### config.mk
export PLATFORM = sky130hd
export DESIGN_NAME = cps_ctrl
export DESIGN_NICKNAME = d
export VERILOG_FILES = /design/src/design/cps_pkg.sv /design/src/design/cps_ctrl.sv
export SDC_FILE = /design/constraint.sdc
export NUM_CORES = 1
export LEC_CHECK = 0
export BUFFER_PORTS_ARGS = -buffer_cell sky130_fd_sc_hd__buf_2
export CAP_MARGIN = 20
export CORE_MARGIN = 5
export CORE_UTILIZATION = 23
export DETAILED_ROUTE_END_ITERATION = 8
export REMOVE_ABC_BUFFERS = 1
export SLEW_MARGIN = 15
export SYNTH_ARGS = -nofsm -noshare
export SYNTH_HDL_FRONTEND = slang
export SYNTH_SLANG_ARGS = --single-unit
### constraint.sdc
create_clock -name clk -period 3.5 [get_ports clk]
set_input_delay 0.525 -clock clk [delete_from_list [all_inputs] [get_ports clk]]
set_output_delay 0.525 -clock clk [all_outputs]
set_load 0.05 [all_outputs]
### src/design/cps_pkg.sv
`default_nettype none
// ----------------------------------------------------------------------------
// cps_pkg
// Shared types, fixed-point constants and arithmetic helpers for the
// cart-pole step engine.
// ----------------------------------------------------------------------------
package cps_pkg;

  localparam int FRAC_BITS  = 24;
  localparam int WORD_WIDTH = 32;
  localparam int CFG_W      = 31;
  localparam int STEP_W     = 10;
  localparam int IDX_W      = 3;
  localparam int CTR_W      = 6;
  localparam int UOP_W      = 4;
  localparam int DIV_STEPS  = WORD_WIDTH + 1;
  localparam int DIV_PRE    = WORD_WIDTH - FRAC_BITS;
  localparam int RED_STEPS  = 5;

  typedef logic signed [WORD_WIDTH-1:0] word_t;

  localparam logic [IDX_W-1:0] REG_X_LIMIT     = 3'd0;
  localparam logic [IDX_W-1:0] REG_ANGLE_LIMIT = 3'd1;
  localparam logic [IDX_W-1:0] REG_STEP_LIMIT  = 3'd2;
  localparam logic [IDX_W-1:0] REG_FORCE       = 3'd3;
  localparam logic [IDX_W-1:0] REG_TIME_STEP   = 3'd4;

  localparam logic OPC_LOAD = 1'b0;
  localparam logic OPC_STEP = 1'b1;

  localparam logic [CFG_W-1:0]  X_LIMIT_RST     = 31'd40265318;
  localparam logic [CFG_W-1:0]  ANGLE_LIMIT_RST = 31'd3513960;
  localparam logic [STEP_W-1:0] STEP_LIMIT_RST  = 10'd200;
  localparam logic [CFG_W-1:0]  FORCE_RST       = 31'd167772160;
  localparam logic [CFG_W-1:0]  TIME_STEP_RST   = 31'd335544;
  localparam logic [STEP_W-1:0] STEP_MAX        = '1;

  localparam longint ONE_L    = longint'(1) << FRAC_BITS;
  localparam longint K_GRAV_L = (49 * ONE_L + 5 / 2) / 5;
  localparam longint K_PML_L  = (ONE_L + 20 / 2) / 20;
  localparam longint K_ITM_L  = (10 * ONE_L + 11 / 2) / 11;
  localparam longint K_43_L   = (4 * ONE_L + 3 / 2) / 3;
  localparam longint K_MPTM_L = (ONE_L + 11 / 2) / 11;
  localparam longint K_PMTM_L = (ONE_L + 22 / 2) / 22;
  localparam longint K_HALF_L = longint'(1) << (FRAC_BITS - 1);
  localparam logic [63:0] PI_SRC = 64'h3243F6A8885A308D;
  localparam longint PI_L      = longint'((PI_SRC + (64'd1 << (59 - FRAC_BITS)))
                                          >> (60 - FRAC_BITS));
  localparam longint TWO_PI_L  = 2 * PI_L;
  localparam longint HALF_PI_L = PI_L / 2;
  localparam longint GAIN_L    = longint'((64'd652032874 + (64'd1 << (29 - FRAC_BITS)))
                                          >> (30 - FRAC_BITS));

  localparam word_t WMAX = {1'b0, {(WORD_WIDTH-1){1'b1}}};
  localparam word_t WMIN = {1'b1, {(WORD_WIDTH-1){1'b0}}};

  localparam logic [31:0] ATAN_Q30 [28] = '{
    32'h3243F6A8, 32'h1DAC6705, 32'h0FADBAFC, 32'h07F56EA6, 32'h03FEAB76,
    32'h01FFD55B, 32'h00FFFAAA, 32'h007FFF55, 32'h003FFFEA, 32'h001FFFFD,
    32'h000FFFFF, 32'h0007FFFF, 32'h0003FFFF, 32'h0001FFFF, 32'h0000FFFF,
    32'h00007FFF, 32'h00003FFF, 32'h00001FFF, 32'h00000FFF, 32'h000007FF,
    32'h000003FF, 32'h000001FF, 32'h000000FF, 32'h0000007F, 32'h0000003F,
    32'h0000001F, 32'h0000000F, 32'h00000008
  };

  typedef enum logic [3:0] {
    OP_IDLE, OP_LOAD, OP_START, OP_REDUCE, OP_FOLD, OP_ROTATE, OP_SINCOS,
    OP_MUL, OP_WB, OP_DIV_INIT, OP_DIV, OP_DIV_FIN, OP_FLAGS, OP_PUBLISH
  } op_t;

  typedef enum logic [3:0] {
    S_IDLE, S_REDUCE, S_FOLD, S_ROTATE, S_SINCOS, S_MUL, S_WB,
    S_DIV_INIT, S_DIV, S_DIV_FIN, S_FLAGS, S_PUBLISH
  } state_t;

  typedef enum logic [4:0] {
    SEL_W, SEL_SIN, SEL_COS, SEL_T, SEL_TEMP, SEL_ACCA, SEL_ACCX, SEL_V, SEL_X,
    SEL_A, SEL_DT, SEL_FORCE, SEL_K_PML, SEL_K_ITM, SEL_K_GRAV, SEL_K_MPTM,
    SEL_K_HALF, SEL_K_PMTM, SEL_K_43
  } sel_t;

  typedef enum logic [1:0] {WB_PLAIN, WB_ADD, WB_SUB} wb_t;

  typedef enum logic [3:0] {
    DST_T, DST_TEMP, DST_NUM, DST_DEN, DST_ACCX, DST_X, DST_V, DST_A, DST_W
  } dst_t;

  typedef struct packed {
    sel_t a;
    sel_t b;
    wb_t  wb;
    sel_t c;
    dst_t dst;
  } uop_t;

  typedef struct packed {
    op_t              op;
    logic [CTR_W-1:0] cnt;
    logic [UOP_W-1:0] uop;
  } cmd_t;

  localparam logic [UOP_W-1:0] UOP_DEN  = 4'd8;
  localparam logic [UOP_W-1:0] UOP_LAST = 4'd14;

  function automatic uop_t mk(input sel_t a, input sel_t b, input wb_t wb,
                              input sel_t c, input dst_t dst);
    uop_t u;
    u.a = a; u.b = b; u.wb = wb; u.c = c; u.dst = dst;
    return u;
  endfunction

  // force, torque and Euler update sequence
  function automatic uop_t get_uop(input logic [UOP_W-1:0] i);
    uop_t u;
    case (i)
      4'd0:    u = mk(SEL_W,      SEL_W,     WB_PLAIN, SEL_T,     DST_T);
      4'd1:    u = mk(SEL_K_PML,  SEL_T,     WB_PLAIN, SEL_T,     DST_T);
      4'd2:    u = mk(SEL_T,      SEL_SIN,   WB_ADD,   SEL_FORCE, DST_T);
      4'd3:    u = mk(SEL_T,      SEL_K_ITM, WB_PLAIN, SEL_T,     DST_TEMP);
      4'd4:    u = mk(SEL_K_GRAV, SEL_SIN,   WB_PLAIN, SEL_T,     DST_T);
      4'd5:    u = mk(SEL_COS,    SEL_TEMP,  WB_SUB,   SEL_T,     DST_NUM);
      4'd6:    u = mk(SEL_COS,    SEL_COS,   WB_PLAIN, SEL_T,     DST_T);
      4'd7:    u = mk(SEL_K_MPTM, SEL_T,     WB_SUB,   SEL_K_43,  DST_T);
      4'd8:    u = mk(SEL_K_HALF, SEL_T,     WB_PLAIN, SEL_T,     DST_DEN);
      4'd9:    u = mk(SEL_K_PMTM, SEL_ACCA,  WB_PLAIN, SEL_T,     DST_T);
      4'd10:   u = mk(SEL_T,      SEL_COS,   WB_SUB,   SEL_TEMP,  DST_ACCX);
      4'd11:   u = mk(SEL_DT,     SEL_V,     WB_ADD,   SEL_X,     DST_X);
      4'd12:   u = mk(SEL_DT,     SEL_ACCX,  WB_ADD,   SEL_V,     DST_V);
      4'd13:   u = mk(SEL_DT,     SEL_W,     WB_ADD,   SEL_A,     DST_A);
      4'd14:   u = mk(SEL_DT,     SEL_ACCA,  WB_ADD,   SEL_W,     DST_W);
      default: u = mk(SEL_T,      SEL_T,     WB_PLAIN, SEL_T,     DST_T);
    endcase
    return u;
  endfunction

  function automatic word_t atan_q(input logic [4:0] i);
    logic [32:0] t;
    t = {1'b0, ATAN_Q30[i]} + (33'd1 << (29 - FRAC_BITS));
    return word_t'(t >> (30 - FRAC_BITS));
  endfunction

  function automatic word_t sat_mag(input logic [2*WORD_WIDTH:0] m, input logic neg);
    logic [2*WORD_WIDTH:0] lim;
    lim = (2*WORD_WIDTH+1)'({1'b0, WMAX});
    if (neg) begin
      if (m > lim + 1'b1) return WMIN;
      return word_t'(~m[WORD_WIDTH-1:0] + 1'b1);
    end
    if (m > lim) return WMAX;
    return word_t'(m[WORD_WIDTH-1:0]);
  endfunction

  function automatic word_t sat_sum(input logic signed [WORD_WIDTH:0] s);
    if (s[WORD_WIDTH] != s[WORD_WIDTH-1]) return s[WORD_WIDTH] ? WMIN : WMAX;
    return word_t'(s[WORD_WIDTH-1:0]);
  endfunction

endpackage
`default_nettype wire

### src/design/cps_ctrl.sv
`default_nettype none
// ----------------------------------------------------------------------------
// cps_ctrl
// Sequencer for the cart-pole step engine: handshakes, angle reduction,
// CORDIC, multiply program and divider pacing.
// ----------------------------------------------------------------------------
module cps_ctrl (
  input  logic          clk,
  input  logic          rst_n,
  input  logic          in_valid,
  output logic          in_ready,
  input  logic          in_opcode,
  output logic          out_valid,
  input  logic          out_ready,
  output cps_pkg::cmd_t cmd
);

  cps_pkg::state_t state_r, state_nxt;
  logic [cps_pkg::CTR_W-1:0] cnt_r, cnt_nxt;
  logic [cps_pkg::UOP_W-1:0] uop_r, uop_nxt;
  logic out_valid_r, out_valid_nxt;
  logic accept, publish;

  assign accept  = (state_r == cps_pkg::S_IDLE) && in_valid;
  assign publish = (state_r == cps_pkg::S_PUBLISH) && (!out_valid_r || out_ready);

  always_comb begin
    state_nxt = state_r;
    cnt_nxt   = cnt_r;
    uop_nxt   = uop_r;
    case (state_r)
      cps_pkg::S_IDLE: begin
        if (accept) begin
          if (in_opcode == cps_pkg::OPC_LOAD) begin
            state_nxt = cps_pkg::S_PUBLISH;
          end else begin
            state_nxt = cps_pkg::S_REDUCE;
            cnt_nxt   = cps_pkg::CTR_W'(cps_pkg::RED_STEPS - 1);
          end
        end
      end
      cps_pkg::S_REDUCE: begin
        if (cnt_r == '0) state_nxt = cps_pkg::S_FOLD;
        else cnt_nxt = cnt_r - 1'b1;
      end
      cps_pkg::S_FOLD: begin
        state_nxt = cps_pkg::S_ROTATE;
        cnt_nxt   = '0;
      end
      cps_pkg::S_ROTATE: begin
        if (cnt_r == cps_pkg::CTR_W'(cps_pkg::FRAC_BITS - 1)) state_nxt = cps_pkg::S_SINCOS;
        else cnt_nxt = cnt_r + 1'b1;
      end
      cps_pkg::S_SINCOS: begin
        state_nxt = cps_pkg::S_MUL;
        uop_nxt   = '0;
      end
      cps_pkg::S_MUL: state_nxt = cps_pkg::S_WB;
      cps_pkg::S_WB: begin
        if (uop_r == cps_pkg::UOP_DEN) begin
          state_nxt = cps_pkg::S_DIV_INIT;
        end else if (uop_r == cps_pkg::UOP_LAST) begin
          state_nxt = cps_pkg::S_FLAGS;
        end else begin
          state_nxt = cps_pkg::S_MUL;
          uop_nxt   = uop_r + 1'b1;
        end
      end
      cps_pkg::S_DIV_INIT: begin
        state_nxt = cps_pkg::S_DIV;
        cnt_nxt   = '0;
      end
      cps_pkg::S_DIV: begin
        if (cnt_r == cps_pkg::CTR_W'(cps_pkg::DIV_STEPS - 1)) state_nxt = cps_pkg::S_DIV_FIN;
        else cnt_nxt = cnt_r + 1'b1;
      end
      cps_pkg::S_DIV_FIN: begin
        state_nxt = cps_pkg::S_MUL;
        uop_nxt   = uop_r + 1'b1;
      end
      cps_pkg::S_FLAGS: state_nxt = cps_pkg::S_PUBLISH;
      cps_pkg::S_PUBLISH: begin
        if (publish) state_nxt = cps_pkg::S_IDLE;
      end
      default: state_nxt = cps_pkg::S_IDLE;
    endcase
  end

  always_comb begin
    out_valid_nxt = out_valid_r;
    if (out_valid_r && out_ready) out_valid_nxt = 1'b0;
    if (publish) out_valid_nxt = 1'b1;
  end

  always_comb begin
    cmd.cnt = cnt_r;
    cmd.uop = uop_r;
    case (state_r)
      cps_pkg::S_IDLE: begin
        if (!accept) cmd.op = cps_pkg::OP_IDLE;
        else if (in_opcode == cps_pkg::OPC_LOAD) cmd.op = cps_pkg::OP_LOAD;
        else cmd.op = cps_pkg::OP_START;
      end
      cps_pkg::S_REDUCE:   cmd.op = cps_pkg::OP_REDUCE;
      cps_pkg::S_FOLD:     cmd.op = cps_pkg::OP_FOLD;
      cps_pkg::S_ROTATE:   cmd.op = cps_pkg::OP_ROTATE;
      cps_pkg::S_SINCOS:   cmd.op = cps_pkg::OP_SINCOS;
      cps_pkg::S_MUL:      cmd.op = cps_pkg::OP_MUL;
      cps_pkg::S_WB:       cmd.op = cps_pkg::OP_WB;
      cps_pkg::S_DIV_INIT: cmd.op = cps_pkg::OP_DIV_INIT;
      cps_pkg::S_DIV:      cmd.op = cps_pkg::OP_DIV;
      cps_pkg::S_DIV_FIN:  cmd.op = cps_pkg::OP_DIV_FIN;
      cps_pkg::S_FLAGS:    cmd.op = cps_pkg::OP_FLAGS;
      cps_pkg::S_PUBLISH:  cmd.op = publish ? cps_pkg::OP_PUBLISH : cps_pkg::OP_IDLE;
      default:             cmd.op = cps_pkg::OP_IDLE;
    endcase
    in_ready  = (state_r == cps_pkg::S_IDLE);
    out_valid = out_valid_r;
  end

  always_ff @(posedge clk) begin
    if (!rst_n) begin
      state_r     <= cps_pkg::S_IDLE;
      cnt_r       <= '0;
      uop_r       <= '0;
      out_valid_r <= 1'b0;
    end else begin
      state_r     <= state_nxt;
      cnt_r       <= cnt_nxt;
      uop_r       <= uop_nxt;
      out_valid_r <= out_valid_nxt;
    end
  end

`ifndef ASSERT_OFF
  a_step_starts: assert property (@(posedge clk) disable iff (!rst_n)
    (in_valid && in_ready && in_opcode == cps_pkg::OPC_STEP) |=> state_r == cps_pkg::S_REDUCE)
    else $error("step request did not start angle reduction");
  a_publish_waits: assert property (@(posedge clk) disable iff (!rst_n)
    (state_r == cps_pkg::S_PUBLISH && out_valid_r && !out_ready)
      |=> (state_r == cps_pkg::S_PUBLISH && out_valid_r))
    else $error("result overwritten before it was taken");
  a_uop_range: assert property (@(posedge clk) disable iff (!rst_n)
    uop_r <= cps_pkg::UOP_LAST)
    else $error("multiply program ran past its end");
`endif

endmodule
`default_nettype wire

==> results.md <==
* Antenna-violating nets left at 0
* Critical-path top delay cell: sky130_fd_sc_hd__dfxtp_1
* Required time at the worst-slack endpoint at 3.67 ns
* Complex-gate fraction of the synthesized area at 0.346
* Total congestion overflow at 0
* Worst hold path class: register to register
* Setup-violating endpoint count in the final report at 0
* Category of the most critical setup path: register to register
* Die area at 0.00744 mm²
* Worst skew pair latency at 0.25 ns
* Core region area at 0.00557 mm²
* Run status: finished clean
* # Post-CTS Setup Buffers at 0
* Violation count after the first detailed-routing iteration at 143
* CTS tree: built
* Element type at the critical path end: register
* Clk sinks at 15
* Fill cell count at 621
* Timing startpoint of the critical path: state_r[3]
* Total of hold buffers inserted after clock tree synthesis at 0
* Effective utilization at floorplan at 0.240
* Worst Max-Slew Pin Slew at 0.574 ns
* Worst rel slew slack at 0.614
* Synthesized-area fraction occupied by and/or/nand/nor cells at 0.254
* Critical-path maximum fanout at 19
* Wire length of the first global-routing pass at 6200 µm
* Primary flip-flop cell chosen by synthesis mapping: sky130_fd_sc_hd__dfxtp_1
* Worst path max stage delay at 0.69 ns
* Pre-Repair DR Iteration Count at 5
* Rows at 27
* CP top delay family: simple AND/OR/NAND/NOR gates
* Yosys cell types at 52
* Layout net count at 196
* Setup repair after global routing missed its margin: no
* Clock Tree Buf Depth at 2
* Pin count of the biggest net entering global routing at 21
* Number of cells after detailed placement at 253
* Max H-tree Level at 1
* Fraction of the cycle the final worst path needs at 0.750
* WL final at 3860 µm
* Count of flip-flops with a built-in enable after synthesis at 0
* Routed len/inst at 15.0 µm
* Count of vias placed by the detailed router at 1420
* HPWL reported at the end of detailed placement at 2880 µm
* Arrival time of data at the critical path endpoint at 2.79 ns
* GRT Util Overall at 0.104
* Number of buffers added by the clock tree synthesis step at 3
* Die W at 86.3 µm
* Number of input and output port buffers inserted at 20
* ANT cells at 0
* Share of the yosys chip area belonging to registers at 0.225
* Min Clock Period, post-route at 2.63 ns
* Most common cell after layout, fill and taps aside: sky130_fd_sc_hd__buf_2
* Xor-xnor portion of the synthesized cell area at 0.0393
* Leading cell types in the layout, fill and taps excluded: 20 x sky130_fd_sc_hd__buf_2, 16 x sky130_fd_sc_hd__nor2_1, 15 x sky130_fd_sc_hd__dfxtp_1
* Setup skew after layout at 0.00226 ns
* Synth Area in Adders at 0.0468
* Async set-reset flop share out of synthesis at 0
* Achievable clock frequency at 381 MHz
* Number of ports placed on the die boundary at 21
* Via density per instance at 5.53
* Gate count after technology mapping at 172
* Pwr per Cell Area at 915 mW/mm²
* Register-to-register setup slack at 0.87 ns
* Mux contribution to synthesized area at 0.0234
* Post-synthesis sequential element count at 15
* Number of gates on the worst path with buffers counted at 8
* Via count of the first global-routing pass at 1209
* Count of maximum capacitance violations at 0
* Number of max-slew violations in the final report at 0
* Dominant combinational cell family by area after synthesis: compound AO/OA/AOI/OAI gates
* Capture instance of the worst register-to-register path: cnt_r[2]
* Share of post-route cells with drive strength above 1 at 0.178
* Startpoint type of the worst setup path: register
* Synthesized area at 0.00134 mm²
* Worst-path clk slew at 0.06 ns
* Height of the die at 86.3 µm
* Setup TNS at 0 ns
* Hold Worst Slack at 0.573 ns
* Buffer type at the clock tree root: sky130_fd_sc_hd__clkbuf_8
* Number of cells in the finished layout apart from fillers at 257
* Avg Synthesized Cell Area at 7.78 µm²
* Area of combinational cells with multiple inputs at 950 µm²
* Leak pwr at 0.598 nW
* Count of endpoints failing hold in the final timing report at 0
* Yosys warning total at 0
* Overall Power at 0.00139 W
* Gates resized, CTS repair at 0
* CP endpoint: cnt_r[2]
* Final Wtd Congestion at 0.975
* Number of antenna violations at the first check in global routing at 0
* Sequential standard cell area at 300 µm²
* DR DRC count at 0
* Worst R2R Start: state_r[3]
* Worst path cell trace: or2_1 > o22ai_2 > xnor2_1 > ha_1 > nor2_1 > mux2i_1 > or4b_1 > a221oi_2
* Worst path buffer plus inverter count at 0
* Worst Reg-to-Reg Cells at 8
* Worst vdd rail ir drop at 0.000413 V
* Area grow syn2layout at 13.8%
[stage by stage]
stage                     worst slack (ns)  area, µm²   util
after floorplan                       1.06       1280      -
after global placement               0.999       1480  0.265
after detailed placement             0.928       1480  0.265
after CTS                            0.910       1520  0.273
after global routing                 0.658       1520  0.273
final                                0.875       1520  0.273
[tightest hold or removal path: stages (launching register included)]
cell and delay [ns]:
sky130_fd_sc_hd__dfxtp_1 0.38, sky130_fd_sc_hd__o31ai_1 0.09, sky130_fd_sc_hd__a21oi_1 0.06
[flip-flops by register name, summed over array words and instances, names as in the netlist]
register and cells:
cnt_r 6, uop_r 4, out_valid 1, state_r 4
[cells by family after synthesis]
kind of cell | count (synthesis)
simple gates | 62
compound gates | 61
buf+inv | 20
flops | 15
xor+xnor | 6
fa+ha+maj | 5
mux | 3
[power by group]
group	leakage [nW]	total, W	switching [W]	internal, W
logic	0.453	0.000943	0.000624	0.000320
clock network	0.0228	0.000146	0.0000648	0.0000808
registers	0.122	0.000304	0.0000942	0.000210
total	0.598	0.00139	0.000783	0.000610
[layer usage]
| metal | share of wire | global-route usage | up-vias |
|---|---|---|---|
| met2 | 0.43 | 0.151 | 85 |
| met1 | 0.45 | 0.150 | 651 |
| li1 | - | - | 678 |
| met5 | 0 | 0 | - |
| met3 | 0.11 | 0.0314 | 6 |
| met4 | 0.0093 | 0.0212 | 0 |
[synth_stat cells, drive strengths merged (2+ instances only)]
master	instances	area (µm²)
nor2	16	60.1
dfxtp	15	300
o21ai	13	65.1
nand2	12	45.0
a21oi	10	61.3
inv	8	30.0
buf	6	35.0
clkbuf	6	22.5
a31oi	5	31.3
ha	5	62.6
o31ai	5	37.5
nand2b	4	25.0
nor2b	4	25.0
xor2	4	35.0
a211oi	3	27.5
a21o	3	22.5
a32o	3	30.0
and3	3	18.8
nand3	3	15.0
nand3b	3	22.5
nor4b	3	26.3
o221ai	3	26.3
or3	3	18.8
a221oi	2	23.8
a311oi	2	17.5
and2	2	12.5
mux2i	2	20.0
nand4	2	12.5
o211ai	2	15.0
or2	2	12.5
or4b	2	20.0
xnor2	2	17.5
[final cells by class]
type / instances / area share
clock buffer: 4 / 0.0296
inverter: 8 / 0.0197
multi-input combinational: 137 / 0.624
sequential: 15 / 0.197
tap: 72 / 0.0592
timing repair buffer: 21 / 0.0707
[how the worst min path moves through the flow]
stage,from,endpoint,slack [ns],cells after the start
2_1_floorplan,rst_n,state_r[1],0.65,1
3_3_place_gp,cnt_r[0],cnt_r[0],0.56,2
3_5_place_dp,cnt_r[3],cnt_r[3],0.57,2
4_1_cts,cnt_r[3],cnt_r[3],0.58,2
5_1_grt,cnt_r[0],cnt_r[0],0.63,2
6_report,cnt_r[0],cnt_r[0],0.57,2
Note: power is estimated with default switching activity, not from simulation.
